--- src/design/ple_pkg.sv ---
`timescale 1ns / 1ps
package ple_pkg;

  localparam int CAPACITY_DEF = 32;

  localparam int OP_W    = 2;
  localparam int VAL_W   = 32;
  localparam int POS_W   = 8;
  localparam int ST_W    = 3;
  localparam int CMP_W   = POS_W + 1;

  localparam logic [OP_W-1:0] OP_INSERT   = 2'd0;
  localparam logic [OP_W-1:0] OP_APPEND   = 2'd1;
  localparam logic [OP_W-1:0] OP_DELETE   = 2'd2;
  localparam logic [OP_W-1:0] OP_TRAVERSE = 2'd3;

  localparam logic [ST_W-1:0] ST_OK     = 3'd0;
  localparam logic [ST_W-1:0] ST_BADPOS = 3'd1;
  localparam logic [ST_W-1:0] ST_EMPTY  = 3'd2;
  localparam logic [ST_W-1:0] ST_BEYOND = 3'd3;
  localparam logic [ST_W-1:0] ST_FULL   = 3'd4;

  typedef struct packed {
    logic exec;   // accepted request, execute in this cycle
    logic step;   // emit one traverse beat and rotate
  } ple_cmd_t;

  typedef struct packed {
    logic empty;
    logic trav_last;
  } ple_sts_t;

endpackage

--- src/design/ple_ctrl.sv ---
`timescale 1ns / 1ps
module ple_ctrl
  import ple_pkg::*;
(
  input  logic            clk,
  input  logic            rst_n,
  input  logic            in_valid,
  output logic            in_stall,
  input  logic [OP_W-1:0] in_op,
  output logic            out_valid,
  input  logic            out_stall,
  output ple_cmd_t        cmd,
  input  ple_sts_t        sts
);

  localparam logic S_IDLE = 1'b0;
  localparam logic S_TRAV = 1'b1;

  logic state_r, state_nxt;
  logic out_valid_r, out_valid_nxt;
  logic out_free, accept, trav_start, load;

  // output register can take a new beat this cycle
  assign out_free   = !out_valid_r || !out_stall;
  assign in_stall   = !((state_r == S_IDLE) && out_free);
  assign accept     = in_valid && !in_stall;
  assign trav_start = accept && (in_op == OP_TRAVERSE) && !sts.empty;

  assign cmd.exec = accept;
  assign cmd.step = (state_r == S_TRAV) && out_free;

  assign load = (accept && !trav_start) || cmd.step;

  always_comb begin
    state_nxt = state_r;
    case (state_r)
      S_IDLE: begin
        if (trav_start) state_nxt = S_TRAV;
      end
      S_TRAV: begin
        if (cmd.step && sts.trav_last) state_nxt = S_IDLE;
      end
      default: state_nxt = S_IDLE;
    endcase
  end

  always_comb begin
    out_valid_nxt = out_valid_r;
    if (load) out_valid_nxt = 1'b1;
    else if (!out_stall) out_valid_nxt = 1'b0;
  end

  always_ff @(posedge clk) begin
    if (!rst_n) begin
      state_r     <= S_IDLE;
      out_valid_r <= 1'b0;
    end else begin
      state_r     <= state_nxt;
      out_valid_r <= out_valid_nxt;
    end
  end

  assign out_valid = out_valid_r;

endmodule

--- src/design/ple_datapath.sv ---
`timescale 1ns / 1ps
module ple_datapath
  import ple_pkg::*;
#(
  parameter int CAPACITY = CAPACITY_DEF
) (
  input  logic                    clk,
  input  logic                    rst_n,
  input  logic [OP_W-1:0]         in_op,
  input  logic signed [VAL_W-1:0] in_value,
  input  logic [POS_W-1:0]        in_position,
  input  ple_cmd_t                cmd,
  output ple_sts_t                sts,
  output logic signed [VAL_W-1:0] out_element,
  output logic [ST_W-1:0]         out_status,
  output logic                    out_last
);

  localparam int CNT_W = $clog2(CAPACITY + 1);

  logic signed [VAL_W-1:0] slots_r [CAPACITY];
  logic signed [VAL_W-1:0] slots_nxt [CAPACITY];
  logic signed [VAL_W-1:0] below_w [CAPACITY];
  logic signed [VAL_W-1:0] above_w [CAPACITY];

  logic [CNT_W-1:0] count_r, count_nxt;
  logic [CNT_W-1:0] trav_cnt_r, trav_cnt_nxt;

  logic signed [VAL_W-1:0] element_r;
  logic [ST_W-1:0]         status_r;
  logic                    last_r;

  logic [CMP_W-1:0] cnt_x, pos_x, ins_idx, del_idx;
  logic             full, empty;
  logic [ST_W-1:0]  req_status;
  logic             do_ins, do_del, emit_req;

  assign cnt_x   = CMP_W'(count_r);
  assign pos_x   = CMP_W'(in_position);
  assign full    = (count_r == CNT_W'(CAPACITY));
  assign empty   = (count_r == '0);
  assign del_idx = pos_x - 1'b1;
  assign ins_idx = (in_op == OP_APPEND) ? cnt_x : pos_x - 1'b1;

  assign sts.empty     = empty;
  assign sts.trav_last = (trav_cnt_r == CNT_W'(count_r - 1'b1));

  // precedence of the error checks follows the request kind
  always_comb begin
    req_status = ST_OK;
    case (in_op)
      OP_INSERT: begin
        if (in_position == '0)        req_status = ST_BADPOS;
        else if (full)                req_status = ST_FULL;
        else if (pos_x > cnt_x + 1'b1) req_status = ST_BADPOS;
      end
      OP_APPEND: begin
        if (full) req_status = ST_FULL;
      end
      OP_DELETE: begin
        if (in_position == '0) req_status = ST_BADPOS;
        else if (empty)        req_status = ST_EMPTY;
        else if (pos_x > cnt_x) req_status = ST_BEYOND;
      end
      OP_TRAVERSE: begin
        if (empty) req_status = ST_EMPTY;
      end
      default: req_status = ST_OK;
    endcase
  end

  assign do_ins   = cmd.exec && (req_status == ST_OK) &&
                    ((in_op == OP_INSERT) || (in_op == OP_APPEND));
  assign do_del   = cmd.exec && (req_status == ST_OK) && (in_op == OP_DELETE);
  assign emit_req = cmd.exec && !((in_op == OP_TRAVERSE) && !empty);

  // neighbor taps for the shift network
  for (genvar g = 0; g < CAPACITY; g++) begin : g_tap
    if (g == 0) begin : g_lo
      assign below_w[g] = slots_r[g];
    end else begin : g_mid_lo
      assign below_w[g] = slots_r[g-1];
    end
    if (g == CAPACITY - 1) begin : g_hi
      assign above_w[g] = slots_r[g];
    end else begin : g_mid_hi
      assign above_w[g] = slots_r[g+1];
    end
  end

  always_comb begin
    for (int i = 0; i < CAPACITY; i++) begin
      slots_nxt[i] = slots_r[i];
      if (do_ins) begin
        if (CMP_W'(i) == ins_idx)     slots_nxt[i] = in_value;
        else if (CMP_W'(i) > ins_idx) slots_nxt[i] = below_w[i];
      end else if (do_del) begin
        if (CMP_W'(i) >= del_idx) slots_nxt[i] = above_w[i];
      end else if (cmd.step) begin
        // rotate the occupied part so the head walks through the list
        if (CMP_W'(i) == cnt_x - 1'b1)    slots_nxt[i] = slots_r[0];
        else if (CMP_W'(i) < cnt_x - 1'b1) slots_nxt[i] = above_w[i];
      end
    end
  end

  always_comb begin
    count_nxt = count_r;
    if (do_ins)      count_nxt = count_r + 1'b1;
    else if (do_del) count_nxt = count_r - 1'b1;
  end

  always_comb begin
    trav_cnt_nxt = trav_cnt_r;
    if (cmd.exec)      trav_cnt_nxt = '0;
    else if (cmd.step) trav_cnt_nxt = trav_cnt_r + 1'b1;
  end

  always_ff @(posedge clk) begin
    if (!rst_n) begin
      count_r    <= '0;
      trav_cnt_r <= '0;
    end else begin
      count_r    <= count_nxt;
      trav_cnt_r <= trav_cnt_nxt;
    end
  end

  always_ff @(posedge clk) begin
    slots_r <= slots_nxt;
    if (emit_req) begin
      element_r <= '0;
      status_r  <= req_status;
      last_r    <= 1'b1;
    end else if (cmd.step) begin
      element_r <= slots_r[0];
      status_r  <= ST_OK;
      last_r    <= sts.trav_last;
    end
  end

  assign out_element = element_r;
  assign out_status  = status_r;
  assign out_last    = last_r;

endmodule

--- src/design/positional_list_engine_unit.sv ---
// insert, append and delete: a registered result beat, one request per cycle unless
//   out_stall holds a beat; traverse: one beat per cycle while not stalled, set by the
//   slot rotation that walks the head through the list (empty list: one status beat)
// a new request is taken once the last beat of a traverse has been loaded
// reset (rst_n low, synchronous) empties the list and drops any pending beat;
//   slot contents stay undefined until written
`timescale 1ns / 1ps
module positional_list_engine_unit
  import ple_pkg::*;
#(
  parameter int CAPACITY = CAPACITY_DEF
) (
  input  logic                    clk,
  input  logic                    rst_n,
  input  logic                    in_valid,
  output logic                    in_stall,
  input  logic [OP_W-1:0]         in_op,
  input  logic signed [VAL_W-1:0] in_value,
  input  logic [POS_W-1:0]        in_position,
  output logic                    out_valid,
  input  logic                    out_stall,
  output logic signed [VAL_W-1:0] out_element,
  output logic [ST_W-1:0]         out_status,
  output logic                    out_last
);

  ple_cmd_t cmd;
  ple_sts_t sts;

  ple_ctrl u_ctrl (
    .clk       (clk),
    .rst_n     (rst_n),
    .in_valid  (in_valid),
    .in_stall  (in_stall),
    .in_op     (in_op),
    .out_valid (out_valid),
    .out_stall (out_stall),
    .cmd       (cmd),
    .sts       (sts)
  );

  ple_datapath #(
    .CAPACITY (CAPACITY)
  ) u_dp (
    .clk         (clk),
    .rst_n       (rst_n),
    .in_op       (in_op),
    .in_value    (in_value),
    .in_position (in_position),
    .cmd         (cmd),
    .sts         (sts),
    .out_element (out_element),
    .out_status  (out_status),
    .out_last    (out_last)
  );

endmodule

--- config.mk ---
export PLATFORM = sky130hd
export DESIGN_NAME = positional_list_engine_unit
export DESIGN_NICKNAME = d
export VERILOG_FILES = /design/src/design/ple_pkg.sv /design/src/design/ple_ctrl.sv /design/src/design/ple_datapath.sv /design/src/design/positional_list_engine_unit.sv
export SDC_FILE = /design/constraint.sdc
export NUM_CORES = 2
export LEC_CHECK = 0
export ABC_CLOCK_PERIOD_IN_PS = 18850
export BUFFER_PORTS_ARGS = -buffer_cell sky130_fd_sc_hd__buf_2
export CAP_MARGIN = 20
export CORE_ASPECT_RATIO = 0.6
export CORE_MARGIN = 2
export CORE_UTILIZATION = 25
export CTS_BUF_LIST = sky130_fd_sc_hd__clkbuf_16
export CTS_CLUSTER_DIAMETER = 150
export DETAILED_ROUTE_END_ITERATION = 12
export HOLD_SLACK_MARGIN = 0.1
export PLACE_DENSITY = 0.42
export SLEW_MARGIN = 10
export SYNTH_ARGS = -nofsm -noshare
export SYNTH_HDL_FRONTEND = slang
export SYNTH_HIERARCHICAL = 1
export SYNTH_SLANG_ARGS = --single-unit
--- constraint.sdc ---
create_clock -name clk -period 18.85 [get_ports clk]
set_clock_uncertainty 0.2 [all_clocks]
set_input_delay 3.77 -clock clk [delete_from_list [all_inputs] [get_ports clk]]
set_output_delay 3.77 -clock clk [all_outputs]
set_load 0.02 [all_outputs]
==> run metrics <==
outcome finished clean; per-cell via count in the routed design 5.89; wirelength, routed 294 mm; number of hold violations in the final report 0; clock slew at reported path FFs 0.06 ns; delay of the slowest cell on the worst path 0.73 ns; post-synthesis sequential area ratio 49.3%; fraction of synthesis flops using an asynchronous set or reset pin 0%; post-route setup slack 9.25 ns; initial core utilization 25.1%; H-tree depth 3; instance count of the mapped netlist 5626; Netlist cell types 75; placed cells 8630; crit path launch type input pin; TritonCTS clock tree yes; Crit Path Max Fanout 69; number of enable flip-flop cells after synthesis 1027; reported max-cap violation count 0; vias in the first global route 47598; buffers added on ports 83; cell taking the most area after synthesis edfxtp_1; Max Freq 104 MHz; die outline height 397 um; HPWL Detailed 166 mm; initial antenna violation count 12; number of search-and-repair iterations in the first detailed-routing pass 7; number of warning messages in the yosys log 6; Max-slew headroom 8.74%; CP Buf/Inv Count 7; Remaining Overflow, GRT 0; post-route DRC violation count 0; power density relative to cell area 92.8 nW/um2; length of routed met3 wiring 29.9 mm; placeable core region 257000 um2; First DRT Iteration DRCs 7309; crit path kind input pin to flop; most common flop cell mapped by yosys edfxtp_1; CP most frequent cell buf_4; Chip Width 660 um; net count reported at finish 5396; detailed-route wire length per cell 33.2 um; Worst Setup Slack post-DPL 8.66 ns; worst vdd rail ir drop 0.0764 mV; Post-CTS Hold Buffers 0; share of final-layout standard cells stronger than drive strength 1 14.0%; IO Pins 84; overall track demand over capacity in global routing 21.4%; period utilization 50.9%; Resized Gates After CTS 0; metal1 wirelength 142 mm; largest net degree at the start of global routing 167; pins over their slew limit 0; clock buffer depth 3; clock net sink count 1074; slowest stage cell, crit path buf_4; count of nets left with antenna violations after detail routing 0; clock buffers created by TritonCTS 107; syn_nets 5695; reg-to-reg setup timing slack 11.08 ns; Root Buffer Master clkbuf_16; Final Critical Period 9.60 ns; Hold WC Path Type flop to flop; highest routed metal layer met5; area share of the largest cell type after synthesis 47.8%; final number of setup-violating endpoints 0; leakage dissipation 0.0224 uW; flip-flop and latch count after synthesis 1074; area of the mapped netlist 64500 um2; data required time at the worst endpoint 19.25 ns; worst slew pin tran 1.37 ns; final cell count without fillers 8857; area overhead of the layout relative to synthesis 12.3%; clock network latency to the later pin of the worst-skew pair 0.77 ns; Mean Syn Cell Area 11.5 um2; worst hold margin 0.288 ns; largest delay contributor family on the critical path buffers and inverters; cells traversed along the worst timing path buf_2 -> inv_1 -> ha_1 -> or3b_1 -> or3_1 -> o2111ai_4 -> buf_4 -> buf_4 -> buf_4 -> buf_4 -> buf_4 -> nor2_2 -> mux2_2 -> a21oi_1; final RePlAce weighted congestion 0.847; wire length of the first global-routing pass 401 mm; number of core rows 144; met2 routed WL 115 mm; layout filler cell count 26505; RSZ-0062 raised after global routing no; Critical Path End Type flop; total vias in the final route 52197; Die Footprint 262000 um2; most area-consuming cells after synthesis edfxtp_1, mux2i_1, a221oi_1, nor3_1, clkbuf_1; worst path arrival time 10.00 ns; number of buffers inserted to repair setup after CTS 0; final setup TNS 0 ns
==> synth_stat cells, types with 7 or more instances <==
master / count
nor3_4: 9
nor2b_1: 8
nand2_1: 188
xnor2_1: 17
buf_1: 29
o21ai_0: 52
nor2_1: 247
buf_6: 10
a211oi_1: 17
or3_1: 8
a21o_1: 9
buf_2: 193
clkbuf_1: 486
a21oi_1: 184
a221oi_1: 636
and3_1: 12
a31oi_1: 8
nand2b_1: 7
ha_1: 23
edfxtp_1: 1027
o22a_1: 32
nand4_1: 12
mux2i_1: 1288
o31ai_1: 9
nor3_1: 660
a221oi_2: 16
dfxtp_1: 47
o21a_1: 34
xor2_1: 12
nor3_2: 8
buf_4: 18
inv_1: 17
mux2_2: 130
nand3_1: 59
o211ai_1: 35
==> registers in the layout (all words and copies together) (netlist names) <==
name              flops
u_dp/trav_cnt_r       6
u_dp/out_last         1
u_dp/out_status       3
u_dp/above_w        992
u_ctrl/out_valid      1
u_dp/out_element     32
u_dp/below_w         32
u_ctrl/state_r        1
u_dp/count_r          6
==> cells in the final DEF, fill, tap and decap left out, drive strengths merged, types with 7 or more instances in the layout <==
cell type / synthesis / routed
a31oi: 8 / 8
or3: 8 / 8
nor3: 677 / 677
o21a: 34 / 34
o22a: 32 / 32
clkbuf: 487 / 107
nand4: 12 / 12
and3: 12 / 12
nand2: 188 / 188
dfxtp: 47 / 47
o31ai: 9 / 9
inv: 17 / 40
o21ai: 53 / 53
xor2: 12 / 12
a21o: 9 / 9
nor2: 249 / 249
o211ai: 35 / 35
clkinv: 1 / 62
nand2b: 7 / 7
mux2i: 1288 / 1288
nand3: 59 / 59
ha: 23 / 23
buf: 250 / 329
edfxtp: 1027 / 1027
diode: 0 / 7
mux2: 130 / 130
a221oi: 652 / 652
nor4: 11 / 11
bufinv: 0 / 9
nor2b: 8 / 8
xnor2: 17 / 17
a211oi: 17 / 17
a21oi: 184 / 184
==> report_power, final <==
group          internal [uW]  total (uW)  switching (uW)
Sequential              2970        3110             134
Clock                   1160        2240            1080
Combinational            415        1370             957
==> per-layer routing <==
metal  track usage, %  vias up
li1                 -    21685
met1             33.9    27102
met2             28.9     3054
met3             4.84      352
met4             4.49        4
met5                0        -
==> cell families (layout without fill, tap and decap cells) <==
group / after synthesis / in the layout / share of synthesized area, %
muxes: 1418 / 1418 / 22.3
and+or+nand+nor: 1261 / 1261 / 9.54
DFF: 1074 / 1074 / 49.3
AOI/OAI and AO/OA: 1066 / 1066 / 13.0
buffers and inverters: 755 / 548 / 4.99
xor gates and xnor gates: 29 / 29 / 0.394
adders and majority gates: 23 / 23 / 0.446
other: 0 / 7 / 0
==> worst reg2reg max path, cell delays in order, from the launching register on <==
cell and delay, ns:
dfxtp_1 0.62, inv_1 0.32, ha_1 0.70, inv_1 0.32, ha_1 0.38, nand2_1 0.09
o311ai_0 0.28, o2111ai_4 0.28, buf_4 0.56, buf_4 0.77, buf_4 0.76, buf_4 0.61
buf_4 0.72, nor2_2 0.48, mux2_2 0.39, a21oi_1 0.14
==> path summary, 6_finish.rpt <==
kind	depth (start not counted)	start	endpoint
setup / recovery	14	in_position[0]	u_dp/above_w[107]$_DFFE_PP_
hold / removal	2	u_dp/out_element[18]$_SDFFE_PP0P_	u_dp/out_element[18]$_SDFFE_PP0P_
hold reg to reg	2	u_dp/out_element[18]$_SDFFE_PP0P_	u_dp/out_element[18]$_SDFFE_PP0P_
setup reg to reg	15	u_dp/count_r[1]$_SDFFE_PN0N_	u_dp/above_w[107]$_DFFE_PP_
==> per-stage QoR <==
| step | instance area (um2) | power [uW] | util [%] |
|---|---|---|---|
| finish | 72400 | 6720 | 28.2 |
| global route | 72400 | 6940 | 28.2 |
| CTS | 72100 | 6710 | 28.1 |
| detailed placement | 68600 | 4480 | 26.7 |
| global placement | 68500 | 4460 | 26.7 |
| floorplan | 64500 | 3930 | - |
==> layout make-up <==
type | count | area [um2] | share of cell area, %
Clock inverter | 94 | 763 | 1.05
Clock buffer | 107 | 2680 | 3.70
Inverter | 18 | 67.6 | 0.0933
Antenna cell | 7 | 17.5 | 0.0242
Tap cell | 3431 | 4290 | 5.93
Timing Repair Buffer | 329 | 2550 | 3.53
Sequential cell | 1074 | 31800 | 43.9
Multi-Input combinational cell | 3797 | 30300 | 41.8
Power figures use the tool's default switching activity.
